[config.mk]
export PLATFORM = sky130hd
export DESIGN_NAME = sorted_insert_priority_queue_unit
export DESIGN_NICKNAME = d
export VERILOG_FILES = /design/src/rtl/core/spq_pkg.sv /design/src/rtl/core/spq_cell.sv /design/src/rtl/core/sorted_insert_priority_queue_unit.sv
export SDC_FILE = /design/constraint.sdc
export NUM_CORES = 1
export LEC_CHECK = 0
export BUFFER_PORTS_ARGS = -buffer_cell sky130_fd_sc_hd__buf_2
export CORE_MARGIN = 8
export CORE_UTILIZATION = 35
export DETAILED_ROUTE_END_ITERATION = 16
export GPL_TIMING_DRIVEN = 0
export SLEW_MARGIN = 25
export SYNTH_ARGS = -nofsm -noshare
export SYNTH_HDL_FRONTEND = slang
export SYNTH_SLANG_ARGS = --single-unit
[constraint.sdc]
create_clock -name clk -period 2.2 [get_ports clk]
set_clock_uncertainty 0.1 [all_clocks]
set_input_delay 0.44 -clock clk [delete_from_list [all_inputs] [get_ports clk]]
set_output_delay 0.44 -clock clk [all_outputs]
set_load 0.01 [all_outputs]
[src/rtl/core/spq_pkg.sv]
package spq_pkg;

    localparam int QueueDepthDefault = 16;

    localparam logic FUNC_INSERT = 1'b0;
    localparam logic FUNC_REMOVE = 1'b1;

    typedef enum logic [1:0] {
        STATUS_DONE   = 2'd0,
        STATUS_FULL   = 2'd1,
        STATUS_EMPTY  = 2'd2
    } status_t;

    typedef struct packed {
        logic [3:0] level;
        logic [1:0] role;
    } entry_t;

    typedef struct packed {
        logic   occ;
        entry_t entry;
    } slot_t;

    // Broadcast to every cell for the current beat.
    typedef struct packed {
        logic   en;
        logic   insert;
        entry_t entry;
    } cell_cmd_t;

    typedef struct packed {
        logic       func;
        logic [3:0] key_level;
        logic [1:0] tag_role;
    } req_t;

    typedef struct packed {
        logic       head_valid;
        logic [3:0] head_level;
        logic [1:0] head_role;
        logic [4:0] entry_count;
        logic [1:0] status;
    } rsp_t;

endpackage

[src/rtl/core/spq_cell.sv]
module spq_cell
    import spq_pkg::*;
(
    input  logic      clk,
    input  logic      rst_n,
    input  cell_cmd_t cmd,
    input  slot_t     left,
    input  logic      left_cond,
    input  slot_t     right,
    output slot_t     slot,
    output logic      cond,
    output slot_t     slot_next
);

    logic   occ_reg;
    entry_t entry_reg;

    // Insert point is at or after this cell: free slot, or key not below the new one.
    assign cond = !occ_reg || (entry_reg.level >= cmd.entry.level);

    always_comb
    begin
        slot_next.occ   = occ_reg;
        slot_next.entry = entry_reg;
        if (cmd.en) begin
            if (cmd.insert) begin
                slot_next.occ = left.occ;
                if (left_cond) begin
                    slot_next.entry = left.entry;
                end else if (cond) begin
                    slot_next.entry = cmd.entry;
                end
            end else begin
                slot_next = right;
            end
        end
    end

    always_ff @(posedge clk or negedge rst_n)
    begin
        if (!rst_n) begin
            occ_reg <= 1'b0;
        end else begin
            occ_reg <= slot_next.occ;
        end
    end

    always_ff @(posedge clk)
    begin
        entry_reg <= slot_next.entry;
    end

    assign slot.occ   = occ_reg;
    assign slot.entry = entry_reg;

endmodule

[src/rtl/core/sorted_insert_priority_queue_unit.sv]
// Channel  Direction  Payload  Handshake
// req      in         req_t    req_valid / req_stall (driven here)
// rsp      out        rsp_t    rsp_valid / rsp_stall (driven by sink)
//
// One request beat per cycle while req_stall is low; its response appears in the cycle after acceptance.
// Each cell compares its key with the new one and shifts with its neighbor in
// the same cycle, so an operation's time does not grow with depth.
// req_stall is high only while a response is held and rsp_stall is high.
// Reset clears all occupied flags, the count and the response valid.
module sorted_insert_priority_queue_unit
    import spq_pkg::*;
#(
    parameter int QUEUE_DEPTH = QueueDepthDefault
)
(
    input  logic clk,
    input  logic rst_n,
    input  logic req_valid,
    output logic req_stall,
    input  req_t req,
    output logic rsp_valid,
    input  logic rsp_stall,
    output rsp_t rsp
);

    localparam int CW = $clog2(QUEUE_DEPTH + 1);

    logic           accept;
    logic           full;
    logic           empty;
    cell_cmd_t      cmd;
    slot_t          slots     [QUEUE_DEPTH];
    slot_t          slots_nxt [QUEUE_DEPTH];
    logic           conds     [QUEUE_DEPTH];
    logic [CW-1:0]  count_reg;
    logic [CW-1:0]  count_next;
    logic [31:0]    count_wide;
    status_t        status;
    logic           rsp_valid_reg;
    rsp_t           rsp_reg;
    rsp_t           rsp_next;

    // Accept whenever the output register is free or being drained this cycle.
    assign req_stall = rsp_valid_reg && rsp_stall;
    assign accept    = req_valid && !req_stall;

    // Chain ends tell full/empty directly.
    assign full  = slots[QUEUE_DEPTH-1].occ;
    assign empty = !slots[0].occ;

    always_comb
    begin
        cmd.insert      = (req.func == FUNC_INSERT);
        cmd.entry.level = req.key_level;
        cmd.entry.role  = req.tag_role;
        cmd.en          = 1'b0;
        status          = STATUS_DONE;
        count_next      = count_reg;
        if (accept) begin
            if (req.func == FUNC_INSERT) begin
                if (full) begin
                    status = STATUS_FULL;
                end else begin
                    cmd.en     = 1'b1;
                    count_next = count_reg + 1'b1;
                end
            end else begin
                if (empty) begin
                    status = STATUS_EMPTY;
                end else begin
                    cmd.en     = 1'b1;
                    count_next = count_reg - 1'b1;
                end
            end
        end
    end

    // Cell row: slot 0 is the head. Insert shifts toward the tail, remove toward the head.
    for (genvar i = 0; i < QUEUE_DEPTH; i++) begin : g_cell
        slot_t left_slot;
        logic  left_cond;
        slot_t right_slot;

        if (i == 0) begin : g_head
            // Head always becomes occupied on insert; never takes from the left.
            assign left_slot.occ   = 1'b1;
            assign left_slot.entry = cmd.entry;
            assign left_cond       = 1'b0;
        end else begin : g_mid
            assign left_slot = slots[i-1];
            assign left_cond = conds[i-1];
        end

        if (i == QUEUE_DEPTH - 1) begin : g_tail
            assign right_slot.occ   = 1'b0;
            assign right_slot.entry = slots[i].entry;
        end else begin : g_body
            assign right_slot = slots[i+1];
        end

        spq_cell u_cell (
            .clk       (clk),
            .rst_n     (rst_n),
            .cmd       (cmd),
            .left      (left_slot),
            .left_cond (left_cond),
            .right     (right_slot),
            .slot      (slots[i]),
            .cond      (conds[i]),
            .slot_next (slots_nxt[i])
        );
    end

    // Count shown modulo 32.
    assign count_wide = {{(32-CW){1'b0}}, count_next};

    always_comb
    begin
        rsp_next.head_valid  = slots_nxt[0].occ;
        rsp_next.head_level  = slots_nxt[0].occ ? slots_nxt[0].entry.level : 4'd0;
        rsp_next.head_role   = slots_nxt[0].occ ? slots_nxt[0].entry.role  : 2'd0;
        rsp_next.entry_count = count_wide[4:0];
        rsp_next.status      = status;
    end

    always_ff @(posedge clk or negedge rst_n)
    begin
        if (!rst_n) begin
            count_reg     <= '0;
            rsp_valid_reg <= 1'b0;
        end else begin
            count_reg <= count_next;
            if (accept) begin
                rsp_valid_reg <= 1'b1;
            end else if (!rsp_stall) begin
                rsp_valid_reg <= 1'b0;
            end
        end
    end

    always_ff @(posedge clk)
    begin
        if (accept) begin
            rsp_reg <= rsp_next;
        end
    end

    assign rsp_valid = rsp_valid_reg;
    assign rsp       = rsp_reg;

endmodule
======== Word level (Yosys, flattened, before mapping) ========
Index checks and enable logic that the tools add are counted.
word-level totals
  register bits ........................... 132
  output and inout bits ................... 16
  bits of input ports ..................... 11
  logic and storage cells ................. 201
cells by class
  reduce and logical (&&, ||, !) cells .... 65
  mux-type cells .......................... 61
  eq/ne operators ......................... 1
  magnitude comparators ................... 16
  bitwise logic cells ..................... 1
  add/sub/neg operators ................... 2
operators with widths
  kind                 count
  $mux 6               31
  $mux 7               17
  $ge 4x4->1           16
  $reduce_bool 3->1    14
  $reduce_and 2->1     14
  $mux 5               4
  $logic_not 1->1      17
  $logic_or 1x1->1     16
  $mux 1               7
  $add 5x1->5 const B  1
  $sub 5x1->5 const B  1
  $mux 2               2
  $reduce_and 3->1     1
  $logic_and 1x1->1    2
  $ne 2x1->1 const B   1
  $reduce_bool 2->1    1
  $not 1->1            1

======== Depth between registers and ports, before layout ========
Gate-level depths: netlist of the first run.
  depth in word-level cells ............... 5
  depth in mapped cells ................... 10
  depth with buffers taken out ............ 7

======== By module ========
A second synthesis of the first run with hierarchy kept.
second synthesis, totals
  cells, all modules ...................... 1,086
  area, all modules ....................... 9,770.6 µm²
modules (own cells, without submodules)
  module                             cells an instance  times used  area each (µm²)  sequential area each (µm²)
  spq_cell                           64                 16          558.0            145.1
  sorted_insert_priority_queue_unit  62                 1           842.1            570.5

======== Worst setup path before layout of the first run ========
OpenSTA, ideal clock, no wires.
  path type ............................... in2reg
  start ................................... in req[4] (netlist name)
  end ..................................... reg g_cell[14].u_cell.entry_reg, in the netlist g_cell[14].u_cell.slot[0] (enable)
  stages on the path ...................... 9
  path buffers ............................ 2
  slack ................................... -0.721 ns
  data required time ...................... 1.737 ns
  data arrival time ....................... 2.458 ns
  library setup time ...................... 0.363 ns
  cells stage by stage .................... clkbuf_1 > clkbuf_1 > inv_1 > ha_1 > or2_2 > a21oi_1 > a21oi_2 > nor2_1 > a21oi_1
on the way
  cells in the longest elaborated chain, start to end .. 4
  elaborated cells on any way between the ends .. 6
  those cells by class .................... 2 x order compare; 4 x reduce/logical
ends and longest elaborated chain
  item                                    RTL line                                 source
  start, declared                         sorted_insert_priority_queue_unit.sv:20  input req_t req,
  $ge 4x4->1                              spq_cell.sv:19                           assign cond = !occ_reg || (entry_reg.level >= cmd.entry.level);
  $logic_or 1x1->1                        spq_cell.sv:19
  $reduce_bool 3->1 (no source line) (*)  n/a
  $reduce_and 2->1 (no source line) (*)   n/a
  end signal, assigned                    spq_cell.sv:50                           entry_reg <= slot_next.entry;
  end, declared                           spq_cell.sv:16                           entry_t entry_reg;
Mark *: on every way between the ends. The rest lies on a longest branch, timed or not.
A chain may end at the register's enable or synchronous reset.

======== Worst setup path after layout of the first run ========
  start ................................... reg g_cell[14].u_cell.entry_reg, in the netlist g_cell[14].u_cell.slot[2]
  end ..................................... reg g_cell[15].u_cell.entry_reg, in the netlist g_cell[15].u_cell.slot[3], data pin
on the way
  cells in the longest elaborated chain, start to end .. 3
ends and longest elaborated chain
  item                  RTL line        source
  $ge 4x4->1            spq_cell.sv:19
  $logic_or 1x1->1      spq_cell.sv:19
  $mux 6                spq_cell.sv:28  if (left_cond) begin
  end signal, assigned  spq_cell.sv:50
  end, declared         spq_cell.sv:16
No other way between the ends.

==> impl_results.md, run 1 <==
* Result of the run: complete, no violations
* Slew Limit Headroom at 0.471
* Final Cell Area at 0.00960 mm2
* Core box area at 0.0224 mm2
* Gate count after technology mapping at 745
* Transition time of the tightest slew-check pin at 794 ps
* Crit Path Max Fanout at 7
* Crit path kind: reg2reg
* Kind of path behind the tightest hold check: in2reg
* Placed cell areas at 0.00880 mm2
* Effective utilization at floorplan at 0.351
* Number of different library cells in the post-synthesis netlist at 41
* Largest net degree at the start of global routing at 23
* Portion of the post-synthesis area used by sequential elements at 0.483
* Nets in the synthesized netlist at 818
* DRT Wirelength at 19500 um
* Yosys warning total at 0
* Critical Path Sink Type: flip-flop
* Setup total negative slack at 0 ps
* #FFs+latches synth at 132
* Number of antenna violations at the first check in global routing at 0
* CTS H-tree lvls at 4
* Io pins at 27
* TritonCTS clock tree: built
* Static Leak at 4.16 nW
* Total number of vias at 5779
* Root cell of the clock tree: clkbuf_16
* Layout cell share with drive strength beyond 1 at 0.215
* Final min period at 2120 ps
* Area growth, synth to finish at 22.2%
* Max Cap Violations at 0
* First-iteration detailed-routing DRC count at 542
* RD Place Congestion at 0.755
* Total count of max-transition violations in the final report at 0
* CTS Buf Count at 17
* Final count of hold timing violations at 0
* Count of TritonRoute iterations in the first routing pass at 7
* Vertical extent of the die at 166 um
* Final setup viols at 0
* Power density over the cells at 933 mW/mm2
* Global-route wire length before repair at 31800 um
* Number of nets still failing antenna checks after routing at 0
* Total Routing Usage GR at 0.144
* Startpoint types: flip-flop
* Required time at the worst-slack endpoint at 2270 ps
* Number of nets in the final layout at 870
* Count of standard-cell rows at 55
* VDD IR max at 0.354 mV
* Flip-flop count of the largest register after layout at 96
* Die outline area at 0.0275 mm2
* Arrival time of data at the critical path endpoint at 2190 ps
* Largest buffer count on any clock path at 2
* Clock input transition at the sequential cells of the worst setup and hold paths at 60 ps
* GR Overflow Total at 0
* Synthesized area at 0.00785 mm2
* Routed wire length per instance at 17.8 um
* Mean instance size in the synthesized netlist at 10.5 um2
* Number of global-route vias before repair at 5716
* Fmax at 473 MHz
* Post-DP HPWL at 13900 um
* Post-detailed-route via-to-cell ratio at 5.28
* Final period util at 0.961
* Number of diodes added for antenna fixing at 0
* Clock latency on the worst-skew pair at 420 ps
* Quantity of I/O buffers inserted on ports at 23
* DR DRC count at 0
* Clock net sink count at 132
* Chip width at 166 um
cell families after synthesis:
logic type | count (synthesis) | share of synthesized area
flip-flops | 132 | 0.483
AND/OR/NAND/NOR | 204 | 0.120
buffers and inverters | 74 | 0.0389
XOR/XNOR | 4 | 0.00446
multiplexers | 103 | 0.132
AO/OA/AOI/OAI | 166 | 0.123
adder cells (fa/ha/maj) | 62 | 0.0988
metrics by stage:
step | power (mW) | setup WS [ps] | utilization | hold WS [ps] | instances
after detailed placement | 6.09 | -642 | 0.394 | 347 | 1053
after CTS | 8.95 | 1.00 | 0.425 | 138 | 1090
after floorplan | 5.46 | -67.5 | - | 44.4 | 745
after global routing | 9.45 | -4.45 | 0.429 | 143 | 1095
after global placement | 6.04 | -632 | 0.394 | 348 | 1053
final | 8.96 | 84.9 | 0.429 | 143 | 1095
where the power goes:
group / switching, mW / internal (mW) / total [mW] / leakage [nW]
sequential: 0.371 / 3.28 / 3.65 / 1.33
clock: 1.12 / 1.72 / 2.83 / 0.282
combinational: 1.41 / 1.06 / 2.47 / 2.55
per-layer routing:
metal	vias up	GRT usage	routed length, um
li1	2817	-	-
met1	2804	0.195	9430
met2	127	0.224	8770
met3	31	0.0278	870
met4	0	0.0569	404
met5	-	0	0
synthesized netlist by cell type (all sizes together):
master,n,area share
dfrtp,22,0.070
a2111oi,1,0.0035
buf,13,0.0097
or2,16,0.013
nand4,1,0.00080
and3,1,0.00080
nand2,100,0.048
o22ai,2,0.0016
a31oi,6,0.0048
clkbuf,27,0.013
nor2,17,0.0081
a21oi,31,0.026
a22o,1,0.0011
nor3b,1,0.0024
a22oi,8,0.0076
and2,1,0.00080
inv,34,0.016
nor3,27,0.017
o21ai,112,0.071
and2b,1,0.00096
nand3,20,0.013
o31ai,1,0.00096
nand2b,17,0.014
nor4,1,0.00080
a21boi,1,0.0024
a41oi,1,0.0011
xor2,1,0.0011
edfxtp,104,0.40
mux2,6,0.0086
nor2b,1,0.00080
mux2i,97,0.12
xnor2,3,0.0033
ha,62,0.099
dfxtp,6,0.015
a21o,2,0.0019
critical path, cell delays in order, from the launching register on:
cell	delay [ps]
edfxtp_1	420
inv_2	90
ha_4	190
nand2b_4	130
a21o_1	170
a21o_1	200
a21oi_4	150
buf_12	150
mux2_4	290
placed cells by master, fill, tap and decap left out, drive strengths merged:
cell type      n
a2111oi        1
a21boi         2
a21o           2
a21oi         31
a22o           1
a22oi          8
a31oi          6
a41oi          1
and2           1
and2b          1
and3           1
buf           43
bufinv         1
clkbuf        49
clkinv         4
clkinvlp       4
dfrtp         22
dfxtp          6
dlygate4sd3    1
edfxtp       104
ha            62
inv           36
mux2           6
mux2i         97
nand2        100
nand2b        17
nand3         20
nand4          1
nor2          17
nor2b          1
nor3          27
nor3b          1
nor4           1
o21ai        112
o22ai          2
o31ai          1
or2           16
xnor2          3
xor2           1
final timing paths:
kind | startpoint | to | slack [ps] | cells past startpoint
max | g_cell[14].u_cell.slot[2]$_DFFE_PP_ | g_cell[15].u_cell.slot[3]$_DFFE_PP_ | 80 | 8
min | req_valid | rsp_valid$_DFFE_PN0P_ | 140 | 2
max reg2reg | g_cell[14].u_cell.slot[2]$_DFFE_PP_ | g_cell[15].u_cell.slot[3]$_DFFE_PP_ | 80 | 8
min reg2reg | count_reg[4]$_DFF_PN0_ | count_reg[4]$_DFF_PN0_ | 370 | 1
max in group asynchronous | rst_n | g_cell[0].u_cell.occ_reg$_DFF_PN0_ | 1190 | 2
min in group asynchronous | rst_n | rsp_valid$_DFFE_PN0P_ | 430 | 2
layout make-up:
cell class / instances / area [um2]
Buffer: 40 / 294
Clock buffer: 21 / 493
Clock inverter: 11 / 97.6
Fill cell: 2075 / 12800
Inverter: 34 / 160
Multi-Input combinational cell: 540 / 4200
Sequential cell: 132 / 3800
Tap cell: 285 / 357
Timing Repair Buffer: 32 / 200
repair_timing:
item / in CTS / in global routing
cloned: 1 / 0
hold buffers: 1 / 0
setup buffers: 3 / 5
endpoints found under the setup margin: 113 / 100
pin swaps: 2 / 7
resized for setup: 12 / 17
endpoints found under the hold margin: 22 / 0
No activity file was read; power rests on OpenSTA's default activity.
==> inputs of run 2 (changes only) <==
--- a/config.mk
+++ b/config.mk
@@ -6,7 +6,7 @@
 export NUM_CORES = 1
 export LEC_CHECK = 0
 export BUFFER_PORTS_ARGS = -buffer_cell sky130_fd_sc_hd__buf_2
-export CORE_MARGIN = 8
+export CORE_MARGIN = 10
 export CORE_UTILIZATION = 35
 export DETAILED_ROUTE_END_ITERATION = 16
 export GPL_TIMING_DRIVEN = 0
==> run 2 against run 1 <==
Net effect: register-to-register slack worse by 40 ps; critical path depth unchanged; sequential share of layout area fell by 0.30 points; combinational power about the same; final area grew 0.76%; first-iteration DRC count shrank 23%; largest cell class unchanged.
==> impl_results.md, run 2 (synthesized netlist as in run 1, its figures left out) <==
* Result of the run: complete, no violations
* RD Place Congestion at 0.759 (+0.52%)
* Final period util at 0.981 (+0.0194)
* First-iteration detailed-routing DRC count at 416 (-23%)
* Final setup viols at 0 (unchanged)
* Routed wire length per instance at 17.9 um (+0.61%)
* Static Leak at 4.19 nW (+0.50%)
* Total chip power at 9.29 mW (+3.7%)
* GR Overflow Total at 0 (unchanged)
* Kind of path behind the tightest hold check: in2reg
* Power density over the cells at 961 mW/mm2 (+3.0%)
* Slew Limit Headroom at 0.457 (-0.0141)
* Number of nets in the final layout at 871 (+0.11%)
* Vertical extent of the die at 170 um (+2.4%)
* Most used cells in the layout excluding fill and tap cells: edfxtp_1, o21ai_0, nand2_1, mux2i_1, ha_1
* Crit Path Max Fanout at 5 (-2)
* Flip-flop count of the largest register after layout at 96 (unchanged)
* Clock net sink count at 132 (unchanged)
* Post-DP HPWL at 13900 um (-0.19%)
* Count of standard-cell rows at 54 (-1.8%)
* Worst flop-to-flop path startpoint: g_cell[14].u_cell.slot[2]$_DFFE_PP_
* Area growth, synth to finish at 23.1%
* Startpoint types: flip-flop
* Fmax at 463 MHz (-2.0%)
* Largest net degree at the start of global routing at 23 (unchanged)
* Placed cell areas at 0.00880 mm2 (about the same)
* Final min period at 2160 ps (+42.6 ps)
* Post-detailed-route via-to-cell ratio at 5.25 (-0.52%)
* Final Cell Area at 0.00967 mm2 (+0.76%)
* Clock input transition at the sequential cells of the worst setup and hold paths at 60 ps (about the same)
* Endpoint of the worst-slack reg-to-reg timing path: g_cell[15].u_cell.slot[3]$_DFFE_PP_
* Chip width at 170 um (+2.4%)
* Die outline area at 0.0288 mm2 (+4.9%)
* Total number of vias at 5728 (-0.88%)
* Commonest non-fill, non-tap cell in the layout: edfxtp_1
* CTS Buf Count at 17 (unchanged)
* Final count of hold timing violations at 0 (unchanged)
* Core box area at 0.0220 mm2 (-1.8%)
* Worst hold start: req_valid
* Number of nets still failing antenna checks after routing at 0 (unchanged)
* Number of antenna violations at the first check in global routing at 0 (unchanged)
* Number of global-route vias before repair at 5597 (-2.1%)
* Worst hold path cell count at 2 (unchanged)
* Max Cap Violations at 0 (unchanged)
* Filler Cells Inserted at 2019 (-2.7%)
* Unrepaired setup endpoints after global routing: true
* VDD IR max at 0.511 mV (+44%)
* CTS H-tree lvls at 4 (unchanged)
* Required time at the worst-slack endpoint at 2270 ps (about the same)
* Total count of max-transition violations in the final report at 0 (unchanged)
* Effective utilization at floorplan at 0.358 (+0.00650)
* Root cell of the clock tree: clkbuf_16
* Crit path kind: reg2reg
* Critical Path Sink Type: flip-flop
* Quantity of I/O buffers inserted on ports at 23 (unchanged)
* Global-route wire length before repair at 31500 um (-0.78%)
* Io pins at 27 (unchanged)
* Layout cell share with drive strength beyond 1 at 0.216 (+0.000968)
* Clock latency on the worst-skew pair at 420 ps (about the same)
* Flop2flop setup slack at 40 ps (-40 ps)
* Total Routing Usage GR at 0.139 (-0.00548)
* Count of TritonRoute iterations in the first routing pass at 4 (-3)
* Seq. cell area at 0.00380 mm2 (unchanged)
* Multi-input gate area in the final layout at 0.00421 mm2 (+0.12%)
* TritonCTS clock tree: built
* Number of diodes added for antenna fixing at 0 (unchanged)
* DR DRC count at 0 (unchanged)
* Transition time of the tightest slew-check pin at 815 ps (+21.1 ps)
* Number of cells on the worst reg-to-reg path at 8 (unchanged)
* Largest buffer count on any clock path at 2 (unchanged)
* Min-Delay Endpoint: rsp_valid$_DFFE_PN0P_
* Arrival time of data at the critical path endpoint at 2220 ps (+30 ps)
* DRT Wirelength at 19500 um (+0.24%)
[run 2: area by class of cell]
type,instances,area share
Buffer,40,0.0298
Multi-Input combinational cell,540,0.435
Tap cell,280,0.0362
Sequential cell,132,0.392
Clock buffer,20,0.0472
Timing Repair Buffer,33,0.0219
Clock inverter,12,0.0210
Inverter,34,0.0166
[run 2: power by group]
part	leakage (nW)	internal, mW	switching (mW)
combinational	2.56	1.07	1.41
clock	0.297	2.07	1.10
sequential	1.33	3.28	0.366
total	4.19	6.41	2.88
[run 2: repair_timing]
item                                    CTS  global route
gates resized for setup                  12            16
setup buffers                             4             5
hold buffers                              1             0
gates cloned                              1             0
endpoints found under the setup margin  111           101
pin swaps                                 2             8
endpoints found under the hold margin    22             0
[run 2: how the worst max path moves through the flow]
stage	start	to	slack (ps)	cells past startpoint
floorplan	req[3]	g_cell[15].u_cell.slot[3]$_DFFE_PP_	-70	8
global placement	req[2]	g_cell[15].u_cell.slot[0]$_DFFE_PP_	-630	7
detailed placement	req[2]	g_cell[15].u_cell.slot[2]$_DFFE_PP_	-660	7
CTS	g_cell[0].u_cell.occ_reg$_DFF_PN0_	g_cell[12].u_cell.slot[0]$_DFFE_PP_	-0.02	5
global route	g_cell[14].u_cell.slot[2]$_DFFE_PP_	g_cell[15].u_cell.slot[3]$_DFFE_PP_	-30	8
finish	g_cell[14].u_cell.slot[2]$_DFFE_PP_	g_cell[15].u_cell.slot[3]$_DFFE_PP_	40	8
[run 2: critical path, cell delays in order (launching register included)]
cell      delay, ps
edfxtp_1        420
inv_2            90
ha_4            190
nand2b_4        130
a21o_1          150
a21o_1          200
a21oi_4         180
buf_12          150
mux2_4          300
[run 2: metal layers]
| metal | track usage | part of all wire | up-vias |
|---|---|---|---|
| met4 | 0.0557 | 0.020 | 0 |
| met3 | 0.0237 | 0.034 | 25 |
| met1 | 0.186 | 0.49 | 2780 |
| met5 | 0 | 0 | - |
| met2 | 0.218 | 0.46 | 98 |
| li1 | - | - | 2825 |
[run 2: metrics by stage]
stage	setup TNS, ps	setup slack (ps)	cells	util	hold WS (ps)
final	0	42.3	1091	0.440	169
after global routing	-137	-27.2	1091	0.440	173
after CTS	-0.0409	-0.0242	1086	0.436	170
after detailed placement	-78320	-655	1048	0.401	344
after global placement	-74710	-630	1048	0.401	347
after floorplan	-607	-67.5	745	-	44.4
==> inputs of run 3 (changes only) <==
--- a/config.mk
+++ b/config.mk
@@ -5,7 +5,7 @@
 export SDC_FILE = /design/constraint.sdc
 export NUM_CORES = 1
 export LEC_CHECK = 0
-export BUFFER_PORTS_ARGS = -buffer_cell sky130_fd_sc_hd__buf_2
+export BUFFER_PORTS_ARGS = -buffer_cell sky130_fd_sc_hd__buf_4
 export CORE_MARGIN = 10
 export CORE_UTILIZATION = 35
 export DETAILED_ROUTE_END_ITERATION = 16
==> run 3 against run 2 <==
Net effect: sequential share of layout area down 0.18 points; highest routed layer unchanged; worst hold slack worse by 20 ps; largest power group unchanged; core utilization up 0.20 points; combinational power up 2%; final area up 0.45%; cell count about the same; first-iteration DRC count down 5.0%; via count up 1.0%.
==> impl_results.md, run 3 (synthesized netlist as in run 1, its figures left out) <==
* Area growth, synth to finish at 23.7%
* TritonCTS clock tree: built
* Transition time of the tightest slew-check pin at 814 ps (-1.12 ps)
* Vertical extent of the die at 170 um (unchanged)
* Final period util at 0.959 (-0.0222)
* Min-Delay Endpoint: rsp_valid$_DFFE_PN0P_
* Number of diodes added for antenna fixing at 0 (unchanged)
* Flip-flop count of the largest register after layout at 96 (unchanged)
* Static Leak at 4.22 nW (+0.76%)
* Result of the run: complete, no violations
* Startpoint types: flip-flop
* Post-detailed-route via-to-cell ratio at 5.31 (+1.1%)
* Power density over the cells at 970 mW/mm2 (+1.0%)
* Number of antenna violations at the first check in global routing at 0 (unchanged)
* Commonest non-fill, non-tap cell in the layout: edfxtp_1
* Worst hold start: req_valid
* Crit-path most repeated cell: a21o_1
* Effective utilization at floorplan at 0.358 (unchanged)
* Final count of hold timing violations at 0 (unchanged)
* Layout cell share with drive strength beyond 1 at 0.212 (-0.00344)
* Number of cells on the worst reg-to-reg path at 8 (unchanged)
* GR Overflow Total at 0 (unchanged)
* Die outline area at 0.0288 mm2 (unchanged)
* Clock input transition at the sequential cells of the worst setup and hold paths at 60 ps (about the same)
* Io pins at 27 (unchanged)
* Required time at the worst-slack endpoint at 2280 ps (about the same)
* Count of TritonRoute iterations in the first routing pass at 7 (+3)
* Net switching power at 2.93 mW (+2.0%)
* CTS H-tree lvls at 4 (unchanged)
* Flop2flop setup slack at 90 ps (+50 ps)
* Switching share of power at 0.311 (+0.00145)
* Kind of path behind the tightest hold check: in2reg
* Share of total power in combinational logic at 0.269 (+0.002)
* Total Routing Usage GR at 0.144 (+0.00541)
* Count of standard-cell rows at 54 (unchanged)
* Core box area at 0.0220 mm2 (unchanged)
* First-iteration detailed-routing DRC count at 395 (-5.0%)
* Largest buffer count on any clock path at 2 (unchanged)
* VDD IR max at 0.467 mV (-8.6%)
* Clock net sink count at 132 (unchanged)
* Final setup viols at 0 (unchanged)
* Setup total negative slack at 0 ps (unchanged)
* Post-DP HPWL at 14200 um (+2.4%)
* List of cells traversed by the critical path: inv_2 -> ha_4 -> nand2b_4 -> a21o_1 -> a21o_1 -> a21oi_4 -> buf_12 -> mux2_4
* DRT Wirelength at 20200 um (+3.7%)
* Unrepaired setup endpoints after global routing: true
* Endpoint of the worst-slack reg-to-reg timing path: g_cell[15].u_cell.slot[3]$_DFFE_PP_
* Largest net degree at the start of global routing at 23 (unchanged)
* Critical Path Sink Type: flip-flop
* Post-Place Worst Slack at -638 ps (+17.0 ps)
* Crit Path Max Fanout at 5 (unchanged)
* Largest stage delay on the critical path at 400 ps (-20 ps)
* Root cell of the clock tree: clkbuf_16
* Most used cells in the layout excluding fill and tap cells: edfxtp_1, o21ai_0, nand2_1, mux2i_1, ha_1
* Slowest cell on the critical path: edfxtp_1
* Arrival time of data at the critical path endpoint at 2180 ps (-40 ps)
* Number of nets in the final layout at 870 (-0.11%)
* Fmax at 474 MHz (+2.3%)
* Total number of vias at 5786 (+1.0%)
* Sequential power share at 0.388 (-0.004)
* Number of nets still failing antenna checks after routing at 0 (unchanged)
* Quantity of I/O buffers inserted on ports at 23 (unchanged)
* Worst flop-to-flop path startpoint: g_cell[14].u_cell.slot[2]$_DFFE_PP_
* Internal power at 6.50 mW (+1.3%)
* Fin worst setup slack at 91.1 ps (+48.7 ps)
* Slew Limit Headroom at 0.458 (+0.000746)
* Power share of the clock group at 0.343 (+0.002)
* Worst hold path cell count at 2 (unchanged)
* Chip width at 170 um (unchanged)
* Routed wire length per instance at 18.6 um (+3.8%)
* Number of global-route vias before repair at 5918 (+5.7%)
* Clock latency on the worst-skew pair at 430 ps (about the same)
* Global-route wire length before repair at 32700 um (+3.8%)
* Crit path kind: reg2reg
* Final min period at 2110 ps (-48.7 ps)
* Total count of max-transition violations in the final report at 0 (unchanged)
* CTS Buf Count at 17 (unchanged)
* RD Place Congestion at 0.763 (+0.47%)
* DR DRC count at 0 (unchanged)
* Max Cap Violations at 0 (unchanged)
-- run 3: critical path: cells and delay by family (launching register included) --
kind	cells	cell delay (ps)
multiplexers	1	290
adder cells (fa/ha/maj)	1	190
AO/OA/AOI/OAI	3	530
buffers and inverters	2	220
AND/OR/NAND/NOR	1	120
flip-flops	1	400
-- run 3: cell type report --
type	instances	area, um2
buffer	40	299
clock buffer	17	425
clock inverter	15	236
fill	2070	12200
inverter	34	160
multi-input combinational	540	4190
sequential	132	3800
tap	280	350
timing repair buffer	32	259
-- run 3: through the flow --
stage | total power, mW | instances | area (um2) | utilization | hold WS, ps
detailed placement | 6.14 | 1048 | 8850 | 0.403 | 252
floorplan | 5.46 | 745 | 8330 | - | 44.4
finish | 9.43 | 1090 | 9720 | 0.442 | 150
global placement | 6.08 | 1048 | 8850 | 0.403 | 251
CTS | 9.40 | 1087 | 9650 | 0.439 | 142
global route | 9.94 | 1090 | 9720 | 0.442 | 153
-- run 3: power by group through the flow --
stage	registers (mW)	logic [mW]	clock network, mW
after floorplan	3.59	1.86	0
after global placement	3.68	2.40	0
after detailed placement	3.69	2.45	0
after CTS	3.65	2.49	3.27
after global routing	3.72	2.84	3.38
final	3.66	2.53	3.24
-- run 3: repair_timing --
action,in CTS,in global routing
hold buffers,1,0
gates resized for setup,13,15
buffers inserted,5,3
endpoints found under the setup margin,111,88
hold endpoints to repair,22,0
cloned,1,0
pin swaps,2,6
-- run 3: per-layer routing --
layer	vias up	wire (um)	GRT usage
met5	-	0	0
met4	0	390	0.0500
met3	29	726	0.0270
met2	112	9330	0.230
met1	2832	9800	0.192
li1	2813	-	-
-- run 3: how the worst max path moves through the flow --
| stage | startpoint | cells past startpoint | slack, ps | to |
|---|---|---|---|---|
| after floorplan | req[3] | 8 | -70 | g_cell[15].u_cell.slot[3]$_DFFE_PP_ |
| after global placement | rsp_stall | 6 | -590 | g_cell[9].u_cell.slot[0]$_DFFE_PP_ |
| after detailed placement | rsp_stall | 6 | -640 | g_cell[9].u_cell.slot[0]$_DFFE_PP_ |
| after CTS | g_cell[0].u_cell.occ_reg$_DFF_PN0_ | 6 | 10 | g_cell[9].u_cell.slot[2]$_DFFE_PP_ |
| after global routing | g_cell[0].u_cell.slot[2]$_DFF_P_ | 8 | 0.6 | g_cell[1].u_cell.slot[4]$_DFFE_PP_ |
| final | g_cell[14].u_cell.slot[2]$_DFFE_PP_ | 8 | 90 | g_cell[15].u_cell.slot[3]$_DFFE_PP_ |
